--- src/rtl/core/fifo_queue_with_search_top_defines.svh ---
// ---------------------------------------------------------------------------
// fifo_queue_with_search_top_defines.svh
// Assertion macros shared by the queue RTL. Empty in synthesis builds.
// ---------------------------------------------------------------------------
`ifndef FIFO_QUEUE_WITH_SEARCH_TOP_DEFINES_SVH
`define FIFO_QUEUE_WITH_SEARCH_TOP_DEFINES_SVH

`ifndef SYNTHESIS
// check a property on every clock edge outside reset
`define FQS_ASSERT(label, clk, rst, prop) \
   label: assert property (@(posedge clk) disable iff (rst) (prop)) \
      else $error("fqs assertion failed");
// check that a condition implies a consequence on the same edge
`define FQS_ASSERT_IMPL(label, clk, rst, ante, cons) \
   label: assert property (@(posedge clk) disable iff (rst) (ante) |-> (cons)) \
      else $error("fqs implication failed");
`else
`define FQS_ASSERT(label, clk, rst, prop)
`define FQS_ASSERT_IMPL(label, clk, rst, ante, cons)
`endif

`endif

--- src/rtl/core/fqs_pkg.sv ---
// ---------------------------------------------------------------------------
// fqs_pkg
// Operation and status codes, sequencer states and the result word type.
// ---------------------------------------------------------------------------
package fqs_pkg;

   // operation codes
   localparam logic [1:0] FUNC_PUSH   = 2'd0;
   localparam logic [1:0] FUNC_POP    = 2'd1;
   localparam logic [1:0] FUNC_SEARCH = 2'd2;

   // status codes
   localparam logic [1:0] STAT_OK       = 2'd0;
   localparam logic [1:0] STAT_EMPTY    = 2'd1;
   localparam logic [1:0] STAT_FULL     = 2'd2;
   localparam logic [1:0] STAT_NOTFOUND = 2'd3;

   typedef enum logic [1:0] {
      ST_IDLE,
      ST_POP_WAIT,
      ST_SEARCH,
      ST_DONE
   } state_type;

   typedef struct packed {
      logic [1:0]         status;
      logic [4:0]         position;
      logic signed [31:0] head_value;
      logic [4:0]         occupancy;
   } result_type;

endpackage

--- src/rtl/core/fqs_mem.sv ---
// ---------------------------------------------------------------------------
// fqs_mem
// Queue storage: one write port, one read port with registered read data.
// ---------------------------------------------------------------------------
module fqs_mem #(
   parameter int DEPTH = 16
) (
   input  logic                     clock,
   input  logic                     wr_en,
   input  logic [$clog2(DEPTH)-1:0] wr_addr,
   input  logic [31:0]              wr_data,
   input  logic [$clog2(DEPTH)-1:0] rd_addr,
   output logic [31:0]              rd_data
);

   logic [31:0] mem_ff [DEPTH];
   logic [31:0] rd_data_ff;

   // write the word at the tail slot
   always_ff @(posedge clock) begin
      if (wr_en) begin
         mem_ff[wr_addr] <= wr_data;
      end
   end

   // register the read word
   always_ff @(posedge clock) begin
      rd_data_ff <= mem_ff[rd_addr];
   end

   assign rd_data = rd_data_ff;

endmodule

--- src/rtl/core/fqs_ctrl.sv ---
// ---------------------------------------------------------------------------
// fqs_ctrl
// Sequencer: pointers, count, head word and the shared equality compare
// that walks the queue one entry per cycle during a search.
// ---------------------------------------------------------------------------
`include "fifo_queue_with_search_top_defines.svh"

module fqs_ctrl
   import fqs_pkg::*;
#(
   parameter int DEPTH = 16
) (
   input  logic                     clock,
   input  logic                     reset,
   input  logic                     req_valid,
   output logic                     req_ready,
   input  logic [1:0]               req_func,
   input  logic signed [31:0]       req_value,
   output logic                     res_valid,
   input  logic                     res_ready,
   output result_type               res,
   output logic                     mem_we,
   output logic [$clog2(DEPTH)-1:0] mem_waddr,
   output logic [31:0]              mem_wdata,
   output logic [$clog2(DEPTH)-1:0] mem_raddr,
   input  logic [31:0]              mem_rdata
);

   localparam int AW = $clog2(DEPTH);
   localparam int CW = $clog2(DEPTH + 1);
   localparam logic [AW-1:0] LAST_SLOT = AW'(DEPTH - 1);
   localparam logic [CW-1:0] FULL_COUNT = CW'(DEPTH);

   state_type          state_ff, state_in;
   logic [AW-1:0]      head_idx_ff, head_idx_in;
   logic [AW-1:0]      tail_idx_ff, tail_idx_in;
   logic [CW-1:0]      count_ff, count_in;
   logic [31:0]        head_val_ff, head_val_in;
   logic [31:0]        value_ff, value_in;
   logic [AW-1:0]      slot_ff, slot_in;
   logic [CW-1:0]      k_ff, k_in;
   logic [1:0]         stat_ff, stat_in;
   logic [4:0]         pos_ff, pos_in;
   logic [31:0]        pos_wide;
   logic [31:0]        occ_wide;
   logic               hit;

   function automatic logic [AW-1:0] next_slot(input logic [AW-1:0] slot);
      return (slot == LAST_SLOT) ? '0 : slot + 1'b1;
   endfunction

   // shared compare unit
   assign hit      = (mem_rdata == value_ff);
   assign pos_wide = 32'(k_ff) + 32'd1;
   assign occ_wide = 32'(count_ff);

   // state register and control state
   always_ff @(posedge clock) begin
      if (reset) begin
         state_ff    <= ST_IDLE;
         head_idx_ff <= '0;
         tail_idx_ff <= '0;
         count_ff    <= '0;
      end else begin
         state_ff    <= state_in;
         head_idx_ff <= head_idx_in;
         tail_idx_ff <= tail_idx_in;
         count_ff    <= count_in;
      end
   end

   // payload and search registers
   always_ff @(posedge clock) begin
      head_val_ff <= head_val_in;
      value_ff    <= value_in;
      slot_ff     <= slot_in;
      k_ff        <= k_in;
      stat_ff     <= stat_in;
      pos_ff      <= pos_in;
   end

   // next state, pointer updates and memory access
   always_comb begin
      state_in    = state_ff;
      head_idx_in = head_idx_ff;
      tail_idx_in = tail_idx_ff;
      count_in    = count_ff;
      head_val_in = head_val_ff;
      value_in    = value_ff;
      slot_in     = slot_ff;
      k_in        = k_ff;
      stat_in     = stat_ff;
      pos_in      = pos_ff;
      req_ready   = 1'b0;
      res_valid   = 1'b0;
      mem_we      = 1'b0;
      mem_waddr   = tail_idx_ff;
      mem_wdata   = req_value;
      mem_raddr   = next_slot(head_idx_ff);

      case (state_ff)
         ST_IDLE: begin
            req_ready = 1'b1;
            if (req_valid) begin
               value_in = req_value;
               stat_in  = STAT_OK;
               pos_in   = '0;
               state_in = ST_DONE;
               case (req_func)
                  FUNC_PUSH: begin
                     if (count_ff == FULL_COUNT) begin
                        stat_in = STAT_FULL;
                     end else begin
                        mem_we      = 1'b1;
                        tail_idx_in = next_slot(tail_idx_ff);
                        count_in    = count_ff + 1'b1;
                        if (count_ff == '0) begin
                           head_val_in = req_value;
                        end
                     end
                  end
                  FUNC_POP: begin
                     if (count_ff == '0) begin
                        stat_in = STAT_EMPTY;
                     end else begin
                        head_idx_in = next_slot(head_idx_ff);
                        count_in    = count_ff - 1'b1;
                        state_in    = ST_POP_WAIT;
                     end
                  end
                  FUNC_SEARCH: begin
                     if (count_ff == '0) begin
                        stat_in = STAT_EMPTY;
                     end else begin
                        mem_raddr = head_idx_ff;
                        slot_in   = next_slot(head_idx_ff);
                        k_in      = '0;
                        state_in  = ST_SEARCH;
                     end
                  end
                  default: begin
                     stat_in = STAT_OK;
                  end
               endcase
            end
         end
         ST_POP_WAIT: begin
            // take the new head word
            head_val_in = mem_rdata;
            state_in    = ST_DONE;
         end
         ST_SEARCH: begin
            if (hit) begin
               stat_in  = STAT_OK;
               pos_in   = pos_wide[4:0];
               state_in = ST_DONE;
            end else if (pos_wide == 32'(count_ff)) begin
               stat_in  = STAT_NOTFOUND;
               pos_in   = '0;
               state_in = ST_DONE;
            end else begin
               mem_raddr = slot_ff;
               slot_in   = next_slot(slot_ff);
               k_in      = k_ff + 1'b1;
            end
         end
         ST_DONE: begin
            res_valid = 1'b1;
            if (res_ready) begin
               state_in = ST_IDLE;
            end
         end
         default: begin
            state_in = ST_IDLE;
         end
      endcase
   end

   // result word
   assign res.status     = stat_ff;
   assign res.position   = pos_ff;
   assign res.head_value = (count_ff == '0) ? 32'sd0 : signed'(head_val_ff);
   assign res.occupancy  = occ_wide[4:0];

   `FQS_ASSERT(a_count_bound, clock, reset, count_ff <= FULL_COUNT)
   `FQS_ASSERT_IMPL(a_search_index, clock, reset, state_ff == ST_SEARCH, k_ff < count_ff)
   `FQS_ASSERT_IMPL(a_push_count, clock, reset,
      $past(state_ff == ST_IDLE && req_valid && req_func == FUNC_PUSH && count_ff != FULL_COUNT),
      count_ff == $past(count_ff) + 1'b1)

endmodule

--- src/rtl/core/fifo_queue_with_search_top.sv ---
// ---------------------------------------------------------------------------
// fifo_queue_with_search_top
// Bounded FIFO queue of signed 32-bit words with push, pop and linear search.
// ---------------------------------------------------------------------------
//  channel  direction  ports                                   word
//  req      in         req_valid/req_ready                     func, value
//  rsp      out        rsp_valid/rsp_ready                     status, position,
//                                                              head_value, occupancy
//
//  Push, unused codes and empty-queue pops or searches go straight to done;
//  a pop first reads the new head, a search compares n (1 to occupancy)
//  entries: one memory read port and one comparator visit an entry per cycle.
//  Reset (synchronous) empties the queue; storage contents are not cleared.
//  A result waiting in the output register does not block the next request;
//  the sequencer only holds at its done step until the output register frees.
// ---------------------------------------------------------------------------
module fifo_queue_with_search_top
   import fqs_pkg::*;
#(
   parameter int DEPTH = 16
) (
   input  logic               clock,
   input  logic               reset,
   input  logic               req_valid,
   output logic               req_ready,
   input  logic [1:0]         req_func,
   input  logic signed [31:0] req_value,
   output logic               rsp_valid,
   input  logic               rsp_ready,
   output logic [1:0]         rsp_status,
   output logic [4:0]         rsp_position,
   output logic signed [31:0] rsp_head_value,
   output logic [4:0]         rsp_occupancy
);

   localparam int AW = $clog2(DEPTH);

   result_type    res;
   logic          res_valid;
   logic          res_ready;
   logic          mem_we;
   logic [AW-1:0] mem_waddr;
   logic [31:0]   mem_wdata;
   logic [AW-1:0] mem_raddr;
   logic [31:0]   mem_rdata;
   logic          rsp_valid_ff, rsp_valid_in;
   result_type    rsp_word_ff, rsp_word_in;

   fqs_ctrl #(.DEPTH(DEPTH)) u_ctrl (
      .clock     (clock),
      .reset     (reset),
      .req_valid (req_valid),
      .req_ready (req_ready),
      .req_func  (req_func),
      .req_value (req_value),
      .res_valid (res_valid),
      .res_ready (res_ready),
      .res       (res),
      .mem_we    (mem_we),
      .mem_waddr (mem_waddr),
      .mem_wdata (mem_wdata),
      .mem_raddr (mem_raddr),
      .mem_rdata (mem_rdata)
   );

   fqs_mem #(.DEPTH(DEPTH)) u_mem (
      .clock   (clock),
      .wr_en   (mem_we),
      .wr_addr (mem_waddr),
      .wr_data (mem_wdata),
      .rd_addr (mem_raddr),
      .rd_data (mem_rdata)
   );

   // load the output register when it is empty or being drained
   assign res_ready = !rsp_valid_ff || rsp_ready;

   always_comb begin
      rsp_valid_in = rsp_valid_ff;
      rsp_word_in  = rsp_word_ff;
      if (res_ready) begin
         rsp_valid_in = res_valid;
         if (res_valid) begin
            rsp_word_in = res;
         end
      end
   end

   always_ff @(posedge clock) begin
      if (reset) begin
         rsp_valid_ff <= 1'b0;
      end else begin
         rsp_valid_ff <= rsp_valid_in;
      end
   end

   always_ff @(posedge clock) begin
      rsp_word_ff <= rsp_word_in;
   end

   assign rsp_valid      = rsp_valid_ff;
   assign rsp_status     = rsp_word_ff.status;
   assign rsp_position   = rsp_word_ff.position;
   assign rsp_head_value = rsp_word_ff.head_value;
   assign rsp_occupancy  = rsp_word_ff.occupancy;

endmodule

--- config.mk ---
export PLATFORM = sky130hd
export DESIGN_NAME = fifo_queue_with_search_top
export DESIGN_NICKNAME = d
export VERILOG_FILES = /design/src/rtl/core/fqs_pkg.sv /design/src/rtl/core/fqs_mem.sv /design/src/rtl/core/fqs_ctrl.sv /design/src/rtl/core/fifo_queue_with_search_top.sv
export VERILOG_INCLUDE_DIRS = /design/src /design/src/rtl/core
export SDC_FILE = /design/constraint.sdc
export NUM_CORES = 1
export LEC_CHECK = 0
export ABC_AREA = 1
export BUFFER_PORTS_ARGS = -buffer_cell sky130_fd_sc_hd__buf_2
export CORE_MARGIN = 2
export CORE_UTILIZATION = 45
export CTS_BUF_LIST = sky130_fd_sc_hd__clkbuf_8
export CTS_CLUSTER_SIZE = 28
export DETAILED_ROUTE_END_ITERATION = 7
export PLACE_DENSITY = 0.63
export SETUP_SLACK_MARGIN = 0.02
export SYNTH_ARGS = -nofsm -noshare
export SYNTH_HDL_FRONTEND = slang
export SYNTH_SLANG_ARGS = --single-unit
--- constraint.sdc ---
create_clock -name clock -period 6.1 [get_ports clock]
set_input_delay 1.83 -clock clock [delete_from_list [all_inputs] [get_ports clock]]
set_output_delay 1.83 -clock clock [all_outputs]
set_load 0.01 [all_outputs]
* Word-level counts from Yosys, hierarchy flattened *
Memory sizes are Yosys's and may differ from the RTL's. A register that Yosys moved wholly into a read port is not among the register bits.
Cells that the tools add are included.
Widths: inputs -> output; s select.

word-level totals
  flip-flop bits (word level) = 140
  RAM bits = 512
  input bits = 38
  output and inout port bits = 46
  word-level logic and storage cells = 121
  memories = 1

memories
  name          words  width  read ports  clocked after Yosys merged registers in  wr ports  RTL line       text
  u_mem.mem_ff  16     32     1           1                                        1         fqs_mem.sv:16  logic [31:0] mem_ff [DEPTH];

operators by class
  $add $sub $neg = 7
  equal/unequal tests = 23
  multiplexer cells = 55
  bitwise operators = 2
  reductions and logical operators = 18

operators with widths
  operator             count
  $mux 32              4
  $pmux 32 s2          1
  $mux 4               13
  $mux 5               10
  $eq 32x32->1         1
  $eq 32x5->1          1
  $pmux 5 s2           3
  $ne 2x2->1 const B   10
  $mux 2               8
  $pmux 4 s2           2
  $add 4x1->4 const B  3
  $eq 4x4->1 const B   3
  $pmux 2 s2           3
  $add 5x1->5 const B  2
  $mux 1               10
  $reduce_and 5->1     2
  $pmux 2 s4           1
  $reduce_and 4->1     2
  $add 5x1->6 const B  1
  $eq 2x2->1 const B   3
  $reduce_and 3->1     2
  $reduce_and 6->1     1
  $reduce_bool 2->1    3
  $eq 5x5->1 const B   1
  other kinds (11)     15

* Depth between registers and ports, before layout *
Gate-level depths: netlist (run 1).

  depth after elaboration = 7
  gate-level depth with buffers = 19
  depth with buffers taken out = 18

* By module *
A second synthesis (run 1) with hierarchy kept.

unflattened totals
  cell total of the unflattened synthesis = 2811
  area total of the unflattened synthesis = 29435.7 um^2

by module, submodules not included
  module                      instances  cells each  area an instance (um^2)  seq. area each (um^2)
  fqs_mem                     1          2120        22730.6                  16015.4
  fqs_ctrl                    1          641         5336.4                   2702.6
  fifo_queue_with_search_top  1          50          1368.8                   1341.3

* Least setup slack after synthesis (run 1) *
OpenSTA, ideal clock, no wires.

  path kind = input port to flip-flop
  start = input port req_func[0]
  end = memory u_mem.mem_ff[7][0] (enable)
  library setup time = 461 ps
  data arrival time = 4778 ps
  required time = 5639 ps
  path slack = 860 ps
  stages on the path = 8
  buffers on the path = 0
  cell sequence = inv_1 > ha_1 > inv_1 > nor2_1 > nand2_1 > inv_1 > nand2_1 > nor3_1

between the ends
  word-level cells in the longest chain between the ends = 6

ends and longest elaborated chain
  what                          RTL line                          text
  start: declaration            fifo_queue_with_search_top.sv:26  input logic [1:0] req_func,
  $logic_not 2->1               fqs_ctrl.sv:109                   case (req_func)
  $mux 1                        fqs_ctrl.sv:109
  $mux 1                        fqs_ctrl.sv:104                   if (req_valid) begin
  $mux 1                        fqs_ctrl.sv:101                   case (state_ff)
  $mux 1                        fqs_mem.sv:21                     if (wr_en) begin
  $mux 1 (implied by the code)  fqs_mem.sv:22                     mem_ff[wr_addr] <= wr_data;
  end: declaration              fqs_mem.sv:16

Every way passes these cells.

* Worst setup path in the final report (run 1) *
  start = register u_ctrl.state_ff[0]
  end = register u_mem.rd_data_ff[10] (netlist: u_mem.rd_data[10]) (read register of u_mem.mem_ff)

between the ends
  word-level cells in the longest chain between the ends = 2
  elaborated cells on any way between the ends = 3
  those cells by class = eq/ne (1); mux (1); reduce/logical (1)

ends and longest elaborated chain
  what                                           RTL line         text
  start: declaration                             fqs_ctrl.sv:34   state_type state_ff, state_in;
  start signal: assignment                       fqs_ctrl.sv:65   state_ff <= state_in;
  $eq 2x2->1 or $logic_not 2->1 (tied branches)  -
  $pmux 4 s2 (*)                                 fqs_ctrl.sv:101
  end: declaration                               fqs_mem.sv:17    logic [31:0] rd_data_ff;

Every way passes the cells marked *; elsewhere a longest branch is shown, timed or not.
A chain may end at the register's enable or synchronous reset.

==> metrics.md, run 1 <==
| Metric | Value |
|---|---|
| CTS Hold Bufs | `0` |
| H-Tree Depth | `3` |
| Status | `finished clean` |
| Synth cell types | `34` |
| Hold Path Origin | `u_ctrl.pos_ff[3]` |
| Antenna-violating nets left | `0` |
| GRT Overall Usage | `22.13%` |
| EDFF count, synth | `636` |
| Vias in the first global route | `19477` |
| Iter 0 DRT Violations | `2018` |
| Final Hold Vio Count | `0` |
| Final setup violation count | `0` |
| Peak VDD IR | `0.4857 mV` |
| CTS Buf Count | `106` |
| CTS tree | `yes` |
| Register area share after synthesis | `67.68%` |
| Synth top area share | `64.43%` |
| Synth area leaders | `edfxtp_1 64%, nand3_1 11%, inv_1 6.5%` |
| Root buffer cell | `clkbuf_8` |
| Inst Count DP | `3594` |
| # clock sinks | `684` |
| Min Clock Period, post-route | `3.912 ns` |
| Final wirelength | `74.35 mm` |
| Number of port buffers | `83` |
| CP arrival | `4.50 ns` |
| Routed len/inst | `19.59 um` |
| Syn nets | `2798` |
| R2R Path End | `u_mem.rd_data[10]` |
| Cells after synthesis | `2741` |
| WP data required | `6.69 ns` |
| Setup TNS after final layout | `0 ns` |
| Final hold slack | `0.4225 ns` |
| Reg2reg start | `u_ctrl.state_ff[0]` |
| Worst clock skew | `0.03104 ns` |
| Post_cts resized | `0` |
| Dominant cell type by area after synthesis | `edfxtp_1` |
| Largest net degree at the start of global routing | `143` |
| DRT Pass-1 Iters | `5` |
| RSZ-0062 raised after global routing | `false` |
| Synthesized area | `0.02964 mm^2` |
| Die width | `260.6 um` |
| Clock latency on the worst-skew pair | `0.72 ns` |
| Placer congestion estimate | `0.8251` |
| Core area | `0.06551 mm^2` |
| Power per cell area | `455.1 mW/mm^2` |
| Critical path startpoint category | `register` |
| Top FF cell, synth | `edfxtp_1` |
| CP max FO | `65` |
| Period utilization | `64.13%` |
| Worst hold path type | `register to register` |
| Total congestion overflow | `0` |
| Yosys reg bits | `684` |
| Total die area | `0.06794 mm^2` |
| IO Count | `84` |
| DP HPWL | `40.76 mm` |
| Cells on worst reg2reg path | `13` |
| # Post-CTS Setup Buffers | `0` |
| Max Freq | `255.6 MHz` |
| Setup slack, reg-to-reg | `2.19 ns` |
| Synth warnings | `0` |
| WHS Endpoint | `rsp_position[3]` |
| Non-Filler Instances | `3795` |
| CTS Buffer Depth | `3` |
| Die H | `260.6 um` |
| Layout cell share with drive strength beyond 1 | `10.25%` |
| Rows | `94` |
| Starting Density | `45.24%` |
| Kind of critical path | `register to register` |
| Fin nets | `2895` |
| Async S/R FF share, synth | `0%` |
| Vias per inst | `5.193` |
| MaxCap Viol Count | `0` |
| Initial antenna violation count | `6` |
| Leak | `13.82 nW` |
| Reg clk slew, reported paths | `0.06 ns` |
| Via count | `19706` |
| DRC violations left | `0` |
| Area Growth Syn to Fin | `11.51%` |
| Mapped Avg Cell Area | `10.81 um^2` |
| Fill count | `5814` |
| First-pass GRT wire length | `113.3 mm` |
| Slew Viols, Final | `0` |
| Relative slew margins | `28.16%` |
| Worst-Margin Slew | `1.078 ns` |
| CP endpoint kind | `register` |
| Worst Hold Depth | `0` |
stage by stage:
step                      setup WS [ns]  power, mW  util [%]  cell area (um^2)
final                             2.188      15.04     50.45             33050
after global routing              1.939      15.98     50.45             33050
after CTS                         2.206      15.11     50.44             33040
after detailed placement          1.630      11.54     47.41             31060
after global placement            1.643      11.47     47.41             31060
after floorplan                  0.8604      9.917         -             29640
worst max-delay path by stage:
stage	startpoint	endpoint	slack (ns)
floorplan	req_func[0]	u_mem.mem_ff[7][0]	0.86
finish	u_ctrl.state_ff[0]	u_mem.rd_data[10]	2.19
global placement	req_func[0]	u_mem.rd_data[10]	1.64
CTS	u_ctrl.state_ff[0]	u_mem.rd_data[17]	2.21
detailed placement	req_func[0]	u_mem.rd_data[10]	1.63
global route	u_ctrl.state_ff[0]	u_mem.rd_data[17]	1.94
cells in the mapped netlist (20+ instances only):
library cell	instances
inv_1	512
buf_4	20
edfxtp_1	636
dfxtp_1	48
nand3b_1	96
clkbuf_1	34
buf_2	81
o21ai_0	34
nor2_1	58
a21oi_1	20
nand2_1	483
xnor2_1	28
nand3_1	624
registers in the layout (all words and copies together), names as in the netlist, 5 cells and up:
name	count
rsp_head_value	32
rsp_occupancy	5
rsp_position	5
u_ctrl.count_ff	5
u_ctrl.head_val_ff	32
u_ctrl.k_ff	5
u_ctrl.pos_ff	5
u_ctrl.value_ff	32
u_mem.mem_ff	512
u_mem.rd_data	32
worst max-delay path, cell delays in order, from the launching register on:
cell,delay (ns)
dfxtp_1,0.33
inv_1,0.09
ha_1,0.52
nor2_1,0.27
nand2_2,0.43
buf_4,0.54
nand2_8,0.19
nand2_8,0.42
buf_12,0.32
nand2_1,0.10
nand3_1,0.15
nand3_1,0.11
nand3_1,0.12
nand2_1,0.06
metal layers:
metal  share of wire (%)  up-vias  routed length, um  track usage [%]
met5                   0        -                  0                0
met4                 3.2        0               2388            9.206
met3                 7.4      152               5474            4.371
met2                  48      678              35620            36.93
met1                  42     9535              30870            28.29
li1                    -     9341                  -                -
cells in the final DEF, fill, tap and decap left out, drive strengths merged:
cell type and n:
nand4 6, xnor2 28, clkinv 37, dfxtp 48, fa 1, o21bai 1
o211ai 3, a211oi 5, nor2 59, inv 555, a21oi 21, nor3 7
a31oi 1, nand3b 96, buf 130, clkinvlp 3, edfxtp 636, o21a 1
nor4 1, o21ai 36, xor2 5, diode 4, bufinv 2, nand3 625
ha 18, clkbuf 115, nand2 487
logic make-up (layout without fill, tap and decap cells):
kind of cell	after synthesis	count (layout)	synth area share [%]
compound gates	68	68	1.250
xor+xnor	33	33	0.9751
fa+ha+maj	19	19	0.8274
buf+inv	656	842	8.903
flops	684	684	67.68
other cells	0	4	0
simple gates	1281	1281	20.37
report_power, final:
part | switching, mW | total (mW) | internal [mW]
Clock | 1.76 | 3.58 | 1.82
Combinational | 3.96 | 5.63 | 1.67
Sequential | 0.196 | 5.83 | 5.64
Total | 5.91 | 15.0 | 9.13
layout make-up:
class / instances / area (um^2) / area share (%)
Timing Repair Buffer: 130 / 843.3 / 2.551
Clock buffer: 115 / 1583 / 4.789
Clock inverter: 82 / 402.9 / 1.219
Antenna cell: 4 / 10.01 / 0.03028
Sequential cell: 684 / 20060 / 60.69
Inverter: 515 / 1933 / 5.849
Tap cell: 864 / 1081 / 3.271
Multi-Input combinational cell: 1401 / 7139 / 21.60
Note: power is estimated with default switching activity, not from simulation.
==> run 2, diff against run 1 <==
--- a/config.mk
+++ b/config.mk
@@ -6,7 +6,7 @@
 export SDC_FILE = /design/constraint.sdc
 export NUM_CORES = 1
 export LEC_CHECK = 0
-export ABC_AREA = 1
+export ABC_AREA = 0
 export BUFFER_PORTS_ARGS = -buffer_cell sky130_fd_sc_hd__buf_2
 export CORE_MARGIN = 2
 export CORE_UTILIZATION = 45
==> constraint.sdc (replaced) <==
create_clock -name clock -period 3.6 [get_ports clock]
set_input_delay 1.08 -clock clock [delete_from_list [all_inputs] [get_ports clock]]
set_output_delay 1.08 -clock clock [all_outputs]
set_load 0.01 [all_outputs]
==> run 2 against run 1 <==
Effect of this change: clock skew rose by 0.0024 ns; sequential share of layout area rose by 3.9 points; fmax rose by 9.3%; count of clock-buffer cells in the layout rose by 1; synthesized cell count fell by 53%; highest routed layer is now met5.
==> metrics.md, run 2 <==
| Metric | Value |
|---|---|
| Status | `finished clean` |
| Synth area leaders | `edfxtp_1 73%, mux4_2 11%, dfxtp_1 3.7%` |
| Peak VDD IR | `0.6204 mV (+28%)` |
| First-pass GRT wire length | `88.88 mm (-22%)` |
| XOR/XNOR Fraction of Synth Area | `1.797% (+0.82 points)` |
| Reg clk slew, reported paths | `0.06 ns (about the same)` |
| Register area share after synthesis | `76.83% (+9.2 points)` |
| Fin worst setup slack | `0.02011 ns (-2.168 ns)` |
| Total die area | `0.05996 mm^2 (-12%)` |
| Leak | `10.35 nW (-25%)` |
| Final Hold Vio Count | `0 (unchanged)` |
| RSZ-0062 raised after global routing | `true` |
| Antenna-violating nets left | `0 (unchanged)` |
| CP max FO | `9 (-86%)` |
| CP endpoint kind | `register` |
| Root buffer cell | `clkbuf_8` |
| Number of port buffers | `83 (unchanged)` |
| CTS tree | `yes` |
| Pre-CTS setup slack | `-0.2804 ns (-1.911 ns)` |
| Via count | `13196 (-33%)` |
| Critical path buffer and inverter count | `6 (+3)` |
| Slowest CP cell | `mux4_2` |
| Synth top area share | `73.15% (+8.7 points)` |
| DRC violations left | `0 (unchanged)` |
| CP top delay family | `buffers and inverters` |
| Fill count | `4547 (-22%)` |
| Fin nets | `1576 (-46%)` |
| Compound-Gate Fraction of Synth Area | `3.019% (+1.8 points)` |
| Post-synthesis mux area share | `12.85% (+13 points)` |
| Area Growth Syn to Fin | `18.86%` |
| Min Clock Period, post-route | `3.580 ns (-0.3321 ns)` |
| Syn nets | `1335 (-52%)` |
| Vias per inst | `5.554 (+7.0%)` |
| Slew Viols, Final | `0 (unchanged)` |
| Iter 0 DRT Violations | `1043 (-48%)` |
| Number of flip-flops in the largest register | `512 (unchanged)` |
| CP arrival | `4.16 ns (-0.34 ns)` |
| # clock sinks | `684 (unchanged)` |
| DP HPWL | `34.73 mm (-15%)` |
| Cells on worst reg2reg path | `15 (+2)` |
| MaxCap Viol Count | `0 (unchanged)` |
| Total congestion overflow | `0 (unchanged)` |
| Largest net degree at the start of global routing | `42 (-71%)` |
| Die H | `244.9 um (-6.1%)` |
| Max Freq | `279.3 MHz (+9.3%)` |
| Largest Register | `u_mem.mem_ff` |
| H-Tree Depth | `3 (unchanged)` |
| CP max stage delay | `0.50 ns (-0.04 ns)` |
| Kind of critical path | `register to register` |
| Design Area, Final | `0.03103 mm^2 (-6.1%)` |
| Commonest non-fill, non-tap cell in the layout | `edfxtp_1` |
| CTS Buffer Depth | `3 (unchanged)` |
| Inst Count DP | `2163 (-40%)` |
| Rows | `88 (-6.4%)` |
| Layout cell share with drive strength beyond 1 | `33.35% (+23 points)` |
| R2R Path End | `u_mem.rd_data[9]` |
| Synth top cells by count | `636 x edfxtp_1, 127 x mux4_2, 63 x a22oi_1` |
| CTS Buf Count | `107 (+0.94%)` |
| Cells after synthesis | `1278 (-53%)` |
| Post-synthesis adder-cell area fraction | `0.9393% (+0.11 points)` |
| Worst clock skew | `0.03348 ns (+0.002438 ns)` |
| CTS Hold Bufs | `0 (unchanged)` |
| Final wirelength | `61.12 mm (-18%)` |
| WHS Endpoint | `rsp_position[3]` |
| Crit-path cells | `xor2_2 > nor4_4 > buf_4 > nand4_1 > buf_4 > o31ai_4 > mux2_4 > a21oi_4 > buf_12 > buf_12 > buf_12 > buf_4 > mux4_2 > a22oi_1 > nand2_1` |
| DRT Pass-1 Iters | `5 (unchanged)` |
| IO Count | `84 (unchanged)` |
| Routed len/inst | `25.72 um (+31%)` |
| Synth cell types | `49 (+44%)` |
| Placed inst area | `0.02862 mm^2 (-7.8%)` |
| Non-Filler Instances | `2376 (-37%)` |
| Dominant cell type by area after synthesis | `edfxtp_1` |
| Worst Hold Depth | `0 (unchanged)` |
| Final setup violation count | `0 (unchanged)` |
| Synth warnings | `0 (unchanged)` |
| GRT Overall Usage | `20.58% (-1.6 points)` |
| Core area | `0.05748 mm^2 (-12%)` |
| Period utilization | `99.44% (+35 points)` |
| Relative slew margins | `44.91% (+17 points)` |
| Mapped Avg Cell Area | `20.43 um^2 (+89%)` |
| Async S/R FF share, synth | `0% (unchanged)` |
| Leading cell types in the layout, fill and taps excluded | `636 x edfxtp_1, 127 x mux4_2, 116 x clkbuf_8` |
| Power per cell area | `721.4 mW/mm^2 (+59%)` |
| Critical path startpoint category | `register` |
| Yosys reg bits | `684 (unchanged)` |
| Most numerous cell in the Yosys netlist | `edfxtp_1` |
| Top FF cell, synth | `edfxtp_1` |
| Post-Route Utilization | `53.99% (+3.5 points)` |
| Starting Density | `45.43% (+0.18 points)` |
| WP data required | `4.18 ns (-2.51 ns)` |
| Reg2reg start | `u_ctrl.value_ff[30]` |
| Die width | `244.9 um (-6.1%)` |
| Hold Path Origin | `u_ctrl.pos_ff[3]` |
| Synthesized area | `0.02611 mm^2 (-12%)` |
| Largest family of logic cells by synthesized area | `multiplexers` |
| EDFF count, synth | `636 (unchanged)` |
| Initial antenna violation count | `6 (unchanged)` |
| Worst hold path type | `register to register` |
| Clock latency on the worst-skew pair | `0.73 ns (about the same)` |
| Vias in the first global route | `13679 (-30%)` |
| Placer congestion estimate | `0.7855 (-4.8%)` |
| Synth Area in Simple Gates | `3.129% (-17 points)` |
| Setup slack, reg-to-reg | `0.02 ns (-2.17 ns)` |
| Worst-Margin Slew | `0.8263 ns (-0.2512 ns)` |
-- run 2: stage by stage --
step | power [mW] | setup TNS (ns) | hold WS [ns]
after global routing | 23.43 | -2.145 | 0.4225
after CTS | 22.22 | 0 | 0.4189
after detailed placement | 15.97 | -7.452 | 0.4054
after floorplan | 13.53 | 0 | 0.4003
after global placement | 15.92 | -7.742 | 0.4005
final | 22.39 | 0 | 0.4177
-- run 2: routing by layer --
metal / vias to the layer above / global-route usage [%] / wire (um)
met5: - / 0 / 35
met4: 6 / 7.281 / 1550
met3: 103 / 4.844 / 4424
met2: 508 / 33.69 / 30240
met1: 6882 / 27.09 / 24870
li1: 5697 / - / -
-- run 2: kinds of logic (layout without fill, tap and decap cells) --
logic type | after synthesis | in the layout
other | 0 | 4
buffers and inverters | 73 | 402
XOR/XNOR | 52 | 52
AND/OR/NAND/NOR | 169 | 169
AO/OA/AOI/OAI | 109 | 109
multiplexers | 172 | 172
flip-flops | 684 | 684
adder cells (fa/ha/maj) | 19 | 19
-- run 2: power by group --
group          internal, mW  switching [mW]  leakage (nW)  total (mW)
registers              9.51           0.331          6.16        9.84
logic                  2.98            3.39          3.00        6.36
clock network          3.19            2.99          1.19        6.18
total                  15.7            6.71          10.4        22.4
-- run 2: worst max-delay path by stage --
stage	startpoint	end	slack [ns]	cells after the start
after floorplan	rsp_ready	rsp_head_value[0]	0.03	2
after global placement	u_ctrl.value_ff[30]	u_mem.rd_data[26]	-0.29	13
after detailed placement	u_ctrl.value_ff[30]	u_mem.rd_data[24]	-0.28	13
after CTS	u_ctrl.value_ff[11]	u_mem.rd_data[13]	0.06	13
after global routing	u_ctrl.value_ff[30]	u_mem.rd_data[9]	-0.11	15
final	u_ctrl.value_ff[30]	u_mem.rd_data[9]	0.02	15
-- run 2: layout make-up --
class | instances | area (um^2) | share of cell area, %
Antenna cell | 4 | 10.01 | 0.03225
Clock buffer | 116 | 1597 | 5.145
Clock inverter | 81 | 434.2 | 1.399
Inverter | 15 | 56.30 | 0.1814
Multi-Input combinational cell | 521 | 6016 | 19.38
Sequential cell | 684 | 20060 | 64.64
Tap cell | 765 | 957.2 | 3.084
Timing Repair Buffer | 190 | 1904 | 6.136
-- run 2: timing repair --
action | 4_1_cts | 5_1_grt
cloned | 0 | 6
pin swaps | 1 | 5
endpoints found under the setup margin | 32 | 29
buffers inserted | 0 | 6
resized for setup | 2 | 30
